[config.mk]
export PLATFORM = sky130hd
export DESIGN_NAME = lcu_gate_act
export DESIGN_NICKNAME = d
export VERILOG_FILES = /design/src/assert_macros.svh /design/src/lcu_pkg.sv /design/src/lcu_gate_act.sv
export SDC_FILE = /design/constraint.sdc
export NUM_CORES = 1
export LEC_CHECK = 0
export ABC_AREA = 1
export BUFFER_PORTS_ARGS = -buffer_cell sky130_fd_sc_hd__buf_2
export CAP_MARGIN = 20
export CORE_ASPECT_RATIO = 1.4
export CORE_UTILIZATION = 59
export CTS_BUF_LIST = sky130_fd_sc_hd__clkbuf_8
export DETAILED_ROUTE_END_ITERATION = 16
export PLACE_DENSITY = 0.84
export SYNTH_ARGS = -nofsm -noshare
export SYNTH_HDL_FRONTEND = slang
export SYNTH_SLANG_ARGS = --single-unit
[constraint.sdc]
create_clock -name aclk -period 6.1 [get_ports aclk]
set_input_delay 0 -clock aclk [delete_from_list [all_inputs] [get_ports aclk]]
set_output_delay 0 -clock aclk [all_outputs]
set_load 0.02 [all_outputs]
[src/assert_macros.svh]
// Assertion macros shared by the LSTM cell update RTL.
`ifndef ASSERT_MACROS_SVH
`define ASSERT_MACROS_SVH

// Clocked assertion, disabled while reset is asserted.
`define ASSERT_CLK(label, prop, msg) \
    label: assert property (@(posedge aclk) disable iff (!aresetn) prop) else $error(msg);

// Implication checked on the same edge.
`define ASSERT_IMPL(label, ante, cons, msg) \
    `ASSERT_CLK(label, (ante) |-> (cons), msg)

`endif

[src/lcu_pkg.sv]
// Types, constants and fixed-point helpers for the LSTM cell update.
package lcu_pkg;

    localparam int CELL_COUNT = 1024;
    localparam int CELL_AW    = $clog2(CELL_COUNT);
    localparam int POS_W      = 10;
    localparam int Q_W        = 16;
    localparam int PROD_W     = 34;

    typedef logic signed [Q_W-1:0] q_t;

    typedef struct packed {
        logic               valid;
        logic [CELL_AW-1:0] pos;
        logic               first;
        q_t                 g_forget;
        q_t                 g_input;
        q_t                 g_output;
        q_t                 g_cand;
    } gate_t;

    typedef struct packed {
        logic               valid;
        logic [CELL_AW-1:0] pos;
        q_t                 value;
        q_t                 g_output;
    } cell_t;

    function automatic q_t sat16(input logic signed [16:0] v);
        q_t r;
        if (v > 17'sd32767) begin
            r = 16'sh7FFF;
        end else if (v < -17'sd32768) begin
            r = 16'sh8000;
        end else begin
            r = v[15:0];
        end
        return r;
    endfunction

    function automatic q_t gate_add(input q_t x, input q_t h);
        logic signed [16:0] s;
        s = 17'(x) + 17'(h);
        return sat16(s);
    endfunction

    // Piecewise-linear sigmoid on a 17-bit Q5.11 argument.
    function automatic q_t pwl_sigmoid(input logic signed [16:0] a);
        logic signed [17:0] ax;
        logic [17:0]        m;
        logic [12:0]        y;
        logic [12:0]        r;
        ax = 18'(a);
        m  = ax[17] ? 18'(-ax) : 18'(ax);
        if (m >= 18'd10240) begin
            y = 13'd2048;
        end else if (m >= 18'd4864) begin
            y = 13'(m >> 5) + 13'd1728;
        end else if (m >= 18'd2048) begin
            y = 13'(m >> 3) + 13'd1280;
        end else begin
            y = 13'(m >> 2) + 13'd1024;
        end
        r = ax[17] ? 13'd2048 - y : y;
        return q_t'({3'b000, r});
    endfunction

    // tanh(a) = 2*sigmoid(2a) - 1, with 2a kept at full width.
    function automatic q_t pwl_tanh(input q_t a);
        q_t s;
        s = pwl_sigmoid({a, 1'b0});
        return (s <<< 1) - 16'sd2048;
    endfunction

    // Scale by 2^-11, round half up, saturate.
    function automatic q_t rescale(input logic signed [PROD_W-1:0] p);
        logic signed [PROD_W-1:0] q;
        logic signed [PROD_W-1:0] r;
        q_t                       o;
        q = p + PROD_W'(1024);
        r = q >>> 11;
        if (r > PROD_W'(32767)) begin
            o = 16'sh7FFF;
        end else if (r < -PROD_W'(32768)) begin
            o = 16'sh8000;
        end else begin
            o = r[15:0];
        end
        return o;
    endfunction

endpackage

[src/lcu_gate_act.sv]
// Gate stage: pairwise sums and piecewise-linear activations.
module lcu_gate_act import lcu_pkg::*; (
    input  logic               aclk,
    input  logic               aresetn,
    input  logic               en,
    input  logic               accept,
    input  logic [POS_W-1:0]   position,
    input  logic               first_step,
    input  q_t                 x_forget,
    input  q_t                 x_input,
    input  q_t                 x_output,
    input  q_t                 x_candidate,
    input  q_t                 h_forget,
    input  q_t                 h_input,
    input  q_t                 h_output,
    input  q_t                 h_candidate,
    output gate_t              gate
);

    gate_t gate_reg;

    always_ff @(posedge aclk) begin
        if (!aresetn) begin
            gate_reg.valid <= 1'b0;
        end else if (en) begin
            gate_reg.valid <= accept;
        end
        if (en && accept) begin
            gate_reg.pos      <= position[CELL_AW-1:0];
            gate_reg.first    <= first_step;
            gate_reg.g_forget <= pwl_sigmoid(17'(gate_add(x_forget, h_forget)));
            gate_reg.g_input  <= pwl_sigmoid(17'(gate_add(x_input, h_input)));
            gate_reg.g_output <= pwl_sigmoid(17'(gate_add(x_output, h_output)));
            gate_reg.g_cand   <= pwl_tanh(gate_add(x_candidate, h_candidate));
        end
    end

    assign gate = gate_reg;

endmodule

==> results.toml <==
[timing]
min_period_ns = 5.326
postLayoutSetupSlackWorst_ns = 0.7738
setup_tns_ns = 0
finClkSkew_ns = 0
max_freq_mhz = 187.8
grt_setup_unrepaired = "no"
finalSetupViolCount = 0
tightest_slew_ns = 0.6409
fin_crit_sh_pct = 87.31
slew_headroom_pct = 57.21
maxSlewViolCount = 0
hold_viol = 0

[clock_tree]
cts_buffer_depth = 2
path_clk_slew_ns = 0.08
cts_tree = "built"
cts_buffers = 9
cts_sinks = 65
insertion_delay_ns = 0.33
cts_max_level = 3
postCtsSetupRepairBufs = 0
root_buffer = "clkbuf_8"

[routing]
firstDrtPassIters = 5
ant_nets = 0
wl_um = 27410
drt-initial-drc-count = 579
wire_per_inst_um = 11.88
via_per_inst = 5.271
vias = 12160
drcViolationCount = 0

[setup_path]
end_kind = "flop"
critical_path_class = "in2reg"
worst_path_most_repeated_cell = "nand2_1"
r2r_setup_slack_ns = 4.94
required_ns = 6.20
path_buf_inv = 6
endpoint = "gate[40]"
startpoint_type = "primary input"
r2r_start = "gate[75]"
cp_top_family = "simple AND/OR/NAND/NOR gates"
cp-startpoint = "x_input[0]"
crit_arrival_ns = 5.42
cp_slowest_stage_delay_ns = 0.41
critPathSlowestCell = "fa_1"
cp_max_fo = 34
worst-path-stages = 39
r2r_end = "gate[75]"
r2r_cells = 3

[placed_design]
place.gp.congestion = 0.9456
dp_hpwl_um = 22690
post-place-ws_ns = 0.3619
portBuffers = 208

[yosys]
ys_ff_latch = 65
synth_cells = 1850
synth-seq-area-share_pct = 16.75
synth-main-ff-cell = "edfxtp_1"
syn_area_per_cell_um2 = 6.265
synth_top_area_share_pct = 19.72
synth_edf_count = 64
ys_warn_count = 0
synth_area_leaders = "nand2_1, edfxtp_1, ha_1"
synth.distinct_cells = 54
synth_top_area_cell = "nand2_1"
synth_area_um2 = 11590
synthArstFlopShare_pct = 0

[floorplan]
ios = 219
start_util_pct = 60.31
row_count = 60
dieArea_um2 = 20220
die_h_um = 167.8
dieWidth_um = 120.5
core_um2 = 19220

[min_path]
worstHoldPathType = "in2reg"

[cells_and_area]
drive_above_1_share_pct = 21.61
layout_commonest_cell = "nand2_1"
seqCellArea_um2 = 1942
mostFrequentLayoutCells = "nand2_1, inv_1, buf_2"
n_fill_cell = 1862
synthToLayoutAreaGrowth_pct = 12.54
nNetsFinal = 2300
multi_input_area_um2 = 8404
n_antenna_cell = 0
largest_register_ff_count = 65

[power]
total_power_mw = 4.489
p_per_area_nw_per_um2 = 344.1
ir_drop_v = 0.0002097
p_leak_nw = 7.142

[global_route]
grt_start_max_net_pins = 36
grt_pass1_wl_um = 46920
track_usage_pct = 27.44
gr-total-overflow = 0
antenna_found_initial = 0
grt_pass1_vias = 11480

[job]
cap_violations = 0

[outcome]
status = "finished, final reports clean"
[worst reg2reg max path, cell delays in order, from the launching register on]
cell	delay [ns]
dfxtp_1	0.33
nand2_1	0.05
a21boi_0	0.15
dlygate4sd3_1	0.57
[area by class of cell]
cell class | instances | area share [%]
Clock inverter | 7 | 0.7673
Sequential cell | 65 | 14.89
Inverter | 246 | 7.155
Tap cell | 248 | 2.379
Multi-Input combinational cell | 1503 | 64.43
Timing Repair Buffer | 229 | 9.438
Clock buffer | 9 | 0.9496
[layer usage]
| layer | global-route usage (%) | wire length [um] |
|---|---|---|
| met2 | 56.67 | 15280 |
| met5 | 0 | 0 |
| met4 | 11.65 | 945 |
| met3 | 2.371 | 859 |
| met1 | 26.90 | 10320 |
[where the power goes]
part,switching [mW],internal (mW),leakage [nW]
registers,0.0312,0.709,0.586
clock network,0.185,0.235,0.115
logic,2.21,1.12,6.44
total,2.42,2.07,7.14
[synthesized netlist by cell type (24+ instances only)]
cell type	instances
nand2_2	91
xor2_1	53
nand2_1	609
xnor2_1	30
edfxtp_1	64
inv_1	215
nor2_1	115
nand3_2	24
o21ai_0	31
a21oi_1	101
ha_1	99
nand3_1	176
inv_2	26
[what timing repair did]
item | CTS | global route
gates resized for setup | 0 | 1
hold buffers | 13 | 0
setup endpoints to repair | 0 | 1
hold endpoints to repair | 12 | 0
[worst min-delay path by stage]
stage / endpoint / start / slack (ns) / cells past startpoint
2_1_floorplan: gate[64] / first_step / 0.1 / 0
5_1_grt: gate[73] / position[8] / 0.36 / 2
3_3_place_gp: gate[71] / position[6] / 0.18 / 1
4_1_cts: gate[58] / accept / 0.33 / 3
6_report: gate[72] / accept / 0.34 / 3
3_5_place_dp: gate[72] / position[7] / 0.18 / 1
[through the flow]
stage	instance area (um2)	hold slack (ns)	std cells	utilization, %
5_1_grt	13050	0.3565	2307	67.88
2_1_floorplan	11620	0.09887	1859	-
3_5_place_dp	12680	0.1787	2278	66.00
3_3_place_gp	12680	0.1765	2278	66.00
4_1_cts	13040	0.3290	2307	67.84
6_report	13050	0.3414	2307	67.88
[logic make-up after synthesis]
| logic type | count (synthesis) | share of synthesized area [%] |
|---|---|---|
| AO/OA/AOI/OAI | 179 | 8.571 |
| XOR/XNOR | 84 | 6.412 |
| adder cells (fa/ha/maj) | 103 | 11.38 |
| buffers and inverters | 291 | 11.10 |
| flip-flops | 65 | 16.75 |
| other | 1 | 0.03235 |
| AND/OR/NAND/NOR | 1127 | 45.76 |
Power figures use the tool's default switching activity.
