File: src/assert_macros.svh
// Assertion macros shared by the LSTM cell update RTL.
`ifndef ASSERT_MACROS_SVH
`define ASSERT_MACROS_SVH

// Clocked assertion, disabled while reset is asserted.
`define ASSERT_CLK(label, prop, msg) \
    label: assert property (@(posedge aclk) disable iff (!aresetn) prop) else $error(msg);

// Implication checked on the same edge.
`define ASSERT_IMPL(label, ante, cons, msg) \
    `ASSERT_CLK(label, (ante) |-> (cons), msg)

`endif

File: src/lcu_pkg.sv
// Types, constants and fixed-point helpers for the LSTM cell update.
package lcu_pkg;

    localparam int CELL_COUNT = 1024;
    localparam int CELL_AW    = $clog2(CELL_COUNT);
    localparam int POS_W      = 10;
    localparam int Q_W        = 16;
    localparam int PROD_W     = 34;

    typedef logic signed [Q_W-1:0] q_t;

    typedef struct packed {
        logic               valid;
        logic [CELL_AW-1:0] pos;
        logic               first;
        q_t                 g_forget;
        q_t                 g_input;
        q_t                 g_output;
        q_t                 g_cand;
    } gate_t;

    typedef struct packed {
        logic               valid;
        logic [CELL_AW-1:0] pos;
        q_t                 value;
        q_t                 g_output;
    } cell_t;

    function automatic q_t sat16(input logic signed [16:0] v);
        q_t r;
        if (v > 17'sd32767) begin
            r = 16'sh7FFF;
        end else if (v < -17'sd32768) begin
            r = 16'sh8000;
        end else begin
            r = v[15:0];
        end
        return r;
    endfunction

    function automatic q_t gate_add(input q_t x, input q_t h);
        logic signed [16:0] s;
        s = 17'(x) + 17'(h);
        return sat16(s);
    endfunction

    // Piecewise-linear sigmoid on a 17-bit Q5.11 argument.
    function automatic q_t pwl_sigmoid(input logic signed [16:0] a);
        logic signed [17:0] ax;
        logic [17:0]        m;
        logic [12:0]        y;
        logic [12:0]        r;
        ax = 18'(a);
        m  = ax[17] ? 18'(-ax) : 18'(ax);
        if (m >= 18'd10240) begin
            y = 13'd2048;
        end else if (m >= 18'd4864) begin
            y = 13'(m >> 5) + 13'd1728;
        end else if (m >= 18'd2048) begin
            y = 13'(m >> 3) + 13'd1280;
        end else begin
            y = 13'(m >> 2) + 13'd1024;
        end
        r = ax[17] ? 13'd2048 - y : y;
        return q_t'({3'b000, r});
    endfunction

    // tanh(a) = 2*sigmoid(2a) - 1, with 2a kept at full width.
    function automatic q_t pwl_tanh(input q_t a);
        q_t s;
        s = pwl_sigmoid({a, 1'b0});
        return (s <<< 1) - 16'sd2048;
    endfunction

    // Scale by 2^-11, round half up, saturate.
    function automatic q_t rescale(input logic signed [PROD_W-1:0] p);
        logic signed [PROD_W-1:0] q;
        logic signed [PROD_W-1:0] r;
        q_t                       o;
        q = p + PROD_W'(1024);
        r = q >>> 11;
        if (r > PROD_W'(32767)) begin
            o = 16'sh7FFF;
        end else if (r < -PROD_W'(32768)) begin
            o = 16'sh8000;
        end else begin
            o = r[15:0];
        end
        return o;
    endfunction

endpackage

File: src/lcu_hidden_out.sv
// Hidden path: tanh of the cell, output-gate product, rounding, output register.
`include "assert_macros.svh"
module lcu_hidden_out import lcu_pkg::*; (
    input  logic  aclk,
    input  logic  aresetn,
    input  logic  en,
    input  cell_t cell_stage,
    output logic  out_valid,
    output q_t    hidden_out,
    output q_t    cell_out
);

    logic               s4_valid_reg;
    q_t                 s4_t_reg;
    q_t                 s4_go_reg;
    q_t                 s4_cell_reg;
    logic               s5_valid_reg;
    logic signed [31:0] s5_prod_reg;
    q_t                 s5_cell_reg;
    logic               out_valid_reg;
    q_t                 hidden_reg;
    q_t                 cell_out_reg;

    always_ff @(posedge aclk) begin
        if (!aresetn) begin
            s4_valid_reg  <= 1'b0;
            s5_valid_reg  <= 1'b0;
            out_valid_reg <= 1'b0;
        end else if (en) begin
            s4_valid_reg  <= cell_stage.valid;
            s5_valid_reg  <= s4_valid_reg;
            out_valid_reg <= s5_valid_reg;
        end
        if (en) begin
            s4_t_reg     <= pwl_tanh(cell_stage.value);
            s4_go_reg    <= cell_stage.g_output;
            s4_cell_reg  <= cell_stage.value;
            s5_prod_reg  <= 32'(s4_t_reg) * 32'(s4_go_reg);
            s5_cell_reg  <= s4_cell_reg;
            hidden_reg   <= rescale(PROD_W'(s5_prod_reg));
            cell_out_reg <= s5_cell_reg;
        end
    end

    assign out_valid  = out_valid_reg;
    assign hidden_out = hidden_reg;
    assign cell_out   = cell_out_reg;

    `ASSERT_IMPL(a_out_from_s5, $rose(out_valid_reg), $past(s5_valid_reg), "output valid without source")

endmodule
File: config.mk
export PLATFORM = sky130hd
export DESIGN_NAME = lcu_hidden_out
export DESIGN_NICKNAME = d
export VERILOG_FILES = /design/src/lcu_pkg.sv /design/src/lcu_hidden_out.sv
export VERILOG_INCLUDE_DIRS = /design/src /design/src/src
export SDC_FILE = /design/constraint.sdc
export NUM_CORES = 1
export LEC_CHECK = 0
export ABC_AREA = 1
export BUFFER_PORTS_ARGS = -buffer_cell sky130_fd_sc_hd__clkbuf_2
export CORE_MARGIN = 2
export CORE_UTILIZATION = 50
export DETAILED_ROUTE_END_ITERATION = 16
export PLACE_DENSITY = 0.64
export SLEW_MARGIN = 20
export SYNTH_ARGS = -nofsm -noshare
export SYNTH_HDL_FRONTEND = slang
export SYNTH_SLANG_ARGS = --single-unit
File: constraint.sdc
create_clock -name aclk -period 18.6 [get_ports aclk]
set_input_delay 3.72 -clock aclk [delete_from_list [all_inputs] [get_ports aclk]]
set_output_delay 3.72 -clock aclk [all_outputs]
set_load 0.05 [all_outputs]
==> results.txt <==
Setup bufs post-CTS - 0
Initial core utilization - 0.509
Total GRT Usage - 0.215
Cell depth of the worst flop-to-flop path - 25
Seq cells post-synth - 118
Maximum number of pins on one net before global-route repair - 71
Ys flop type - edfxtp_1
RR Endpoint - s5_prod_reg[29]
Vias in the first global route - 10,700
Most instantiated library cell after synthesis - inv_1
Worst skew pair latency - 430 ps
Die span in x - 175 um
CP Class - primary input to register
Most frequent cells after synthesis - inv_1 (465), nand2_1 (371), fa_1 (218)
Post-synthesis mux area share - 0
Fin Clk Skew - 10.1 ps
Worst endpoint data arrival time - 7440 ps
Compound-Gate Fraction of Synth Area - 0.0287
Diodes inserted - 0
# clock sinks - 118
Vias - 10,300
# DRC - 0
Top routing layer in use - met4
Largest family of logic cells by synthesized area - adder cells
Fmax - 137 MHz
Die Y - 175 um
Die area - 30,800 um^2
Final Non-Filler Cells - 2,100
Post-CTS Hold Fix Bufs - 0
Distinct cells, synth - 49
Normalized max-slew margin - 0.412
R2R Setup Slk - 11,820 ps
DRT antenna net count - 0
Share of cells above drive strength 1 - 0.110
Final instance area - 15,900 um^2
# port buffers - 68
Metal-1 WL - 12.6 mm
Syn Area/Cell - 8.84 um^2
Final WL - 30.5 mm
YS warnings - 0
Placed inst area - 15,300 um^2
Ranking of synthesized cells by area - fa_1 (30%), edfxtp_1 (23%), inv_1 (12%)
H-tree levels - 4
Outcome - complete, no violations
Root Buffer - clkbuf_16
Max-slew violation count - 0
Layout area overhead - 8.29%
Met2 wire length - 15.7 mm
DP Cell Count - 2,068
Iter 0 DRT Violations - 604
Rows - 62
Cells after Synth - 1,663
Count of final hold-check violations - 0
Wire length of the first global-routing pass - 52.2 mm
Syn nets - 2,031
Min-delay worst type - register to register
Hpwl dp - 23.6 mm
Type of origin of the critical path - primary input
Post-CTS resize count - 0
Worst EP required - 18,770 ps
Reg clk slew, reported paths - 70 ps
Post-synth top area share - 0.297
Post-synth EDFFs - 115
Synth Cell Area - 14,700 um^2
GRT Residual Overflow - 0
Period Utilization, post-route - 0.391
Max FFs per register - 21
Final Util - 0.552
Antenna violations before repair - 0
Crit end category - register
Post-synthesis sequential area ratio - 0.239
Asr flop ratio synth - 0
Final TNS setup - 0 ps
Crit Path Max Fanout - 37
Pre-Repair DR Iteration Count - 5
Avg Vias per Cell - 4.90
IO Pins - 79
WL met3 - 1.27 mm
# setup viols final - 0
Critical path origin - cell_stage[31]
Post-synthesis adder-cell area fraction - 0.385
Fin nets - 2,071
RSZ-0062 raised after global routing - no
Critical Path End - s4_t_reg[13]
Routability cong. - 0.826
CTS tree - built
Worst-Margin Slew - 882 ps
Fraction of the mapped netlist area in simple logic gates - 0.176
Clock tree buffer depth - 2
Synth Area in XOR/XNOR - 0.0334
Worst r2r src - s4_t_reg[5]
Core Area - 28,900 um^2
Number of buffers created by CTS - 17
Final period demand of the worst path - 7280 ps
MaxCap Viol Count - 0
Routed len/inst - 14.5 um
Post-synth top area cell - fa_1
## area by class of cell
cell class | instances | area, um^2
fill | 2676 | 12900
multi-input combinational | 1018 | 9160
sequential | 118 | 3510
inverter | 477 | 1790
tap | 384 | 480
clock buffer | 17 | 425
timing repair buffer | 71 | 365
clock inverter | 15 | 179
## routing by layer
layer,GRT usage,up-vias
met1,0.264,5062
li1,-,4984
met3,0.0394,62
met5,0,-
met2,0.378,188
met4,0.0782,0
## cells by family after synthesis
family / after synthesis
simple gates: 569
fa+ha+maj: 322
xor+xnor: 56
buf+inv: 527
compound gates: 71
flops: 118
## worst min path at each step
stage	end	slack, ps	depth (start not counted)	startpoint
final	s5_cell_reg[6]	410	0	s4_cell_reg[6]
after global routing	s5_cell_reg[6]	420	0	s4_cell_reg[6]
after CTS	s5_cell_reg[6]	420	0	s4_cell_reg[6]
after detailed placement	cell_out[8]	400	0	s5_cell_reg[8]
after global placement	cell_out[13]	400	0	s5_cell_reg[13]
after floorplan	cell_out[0]	400	0	s5_cell_reg[0]
## cells in the final DEF (no fill, tap or decap), types with 4 or more instances in the layout
cell type	instances
inv_1	465
fa_1	218
a21oi_1	28
nand2_1	371
nor2_4	4
nor2_2	19
nand3_2	17
nand2_2	16
inv_2	10
buf_4	4
o21ai_1	4
xor2_1	32
nand2_4	4
edfxtp_1	115
nor3_1	9
nor2_1	55
clkbuf_2	67
nand4_1	6
clkbuf_16	17
o21ai_0	22
xnor2_1	24
nand3_1	52
ha_1	104
inv_6	7
or2_2	5
## critical path: stages
cell      delay, ps
clkbuf_2        570
o21ai_0         230
xor2_1          240
inv_1           230
ha_1            210
nand2_1          60
nor2_1          100
nand2_1          60
nor2_1           90
nand2_1          60
nor2_2          140
nand3_4         140
nand2_4         170
nand2_1          70
nand3_1          80
nand3_2         100
ha_1            220
inv_1           110
nor2_4           60
nand2_2          90
nand2_2          80
nand2_2         100
nand2_2          50
nand2_2          60
inv_1            60
ha_1            200
xnor2_1         130
## per-stage QoR
stage / hold slack (ps) / worst slack (ps)
after CTS: 417 / 11370
final: 412 / 11320
after global placement: 401 / 10950
after global routing: 418 / 10930
after detailed placement: 405 / 10910
after floorplan: 400 / 11600
Power is left out: the tool's default activity adds up to more than one toggle a clock period on the data nets, which glitch-free logic cannot reach.
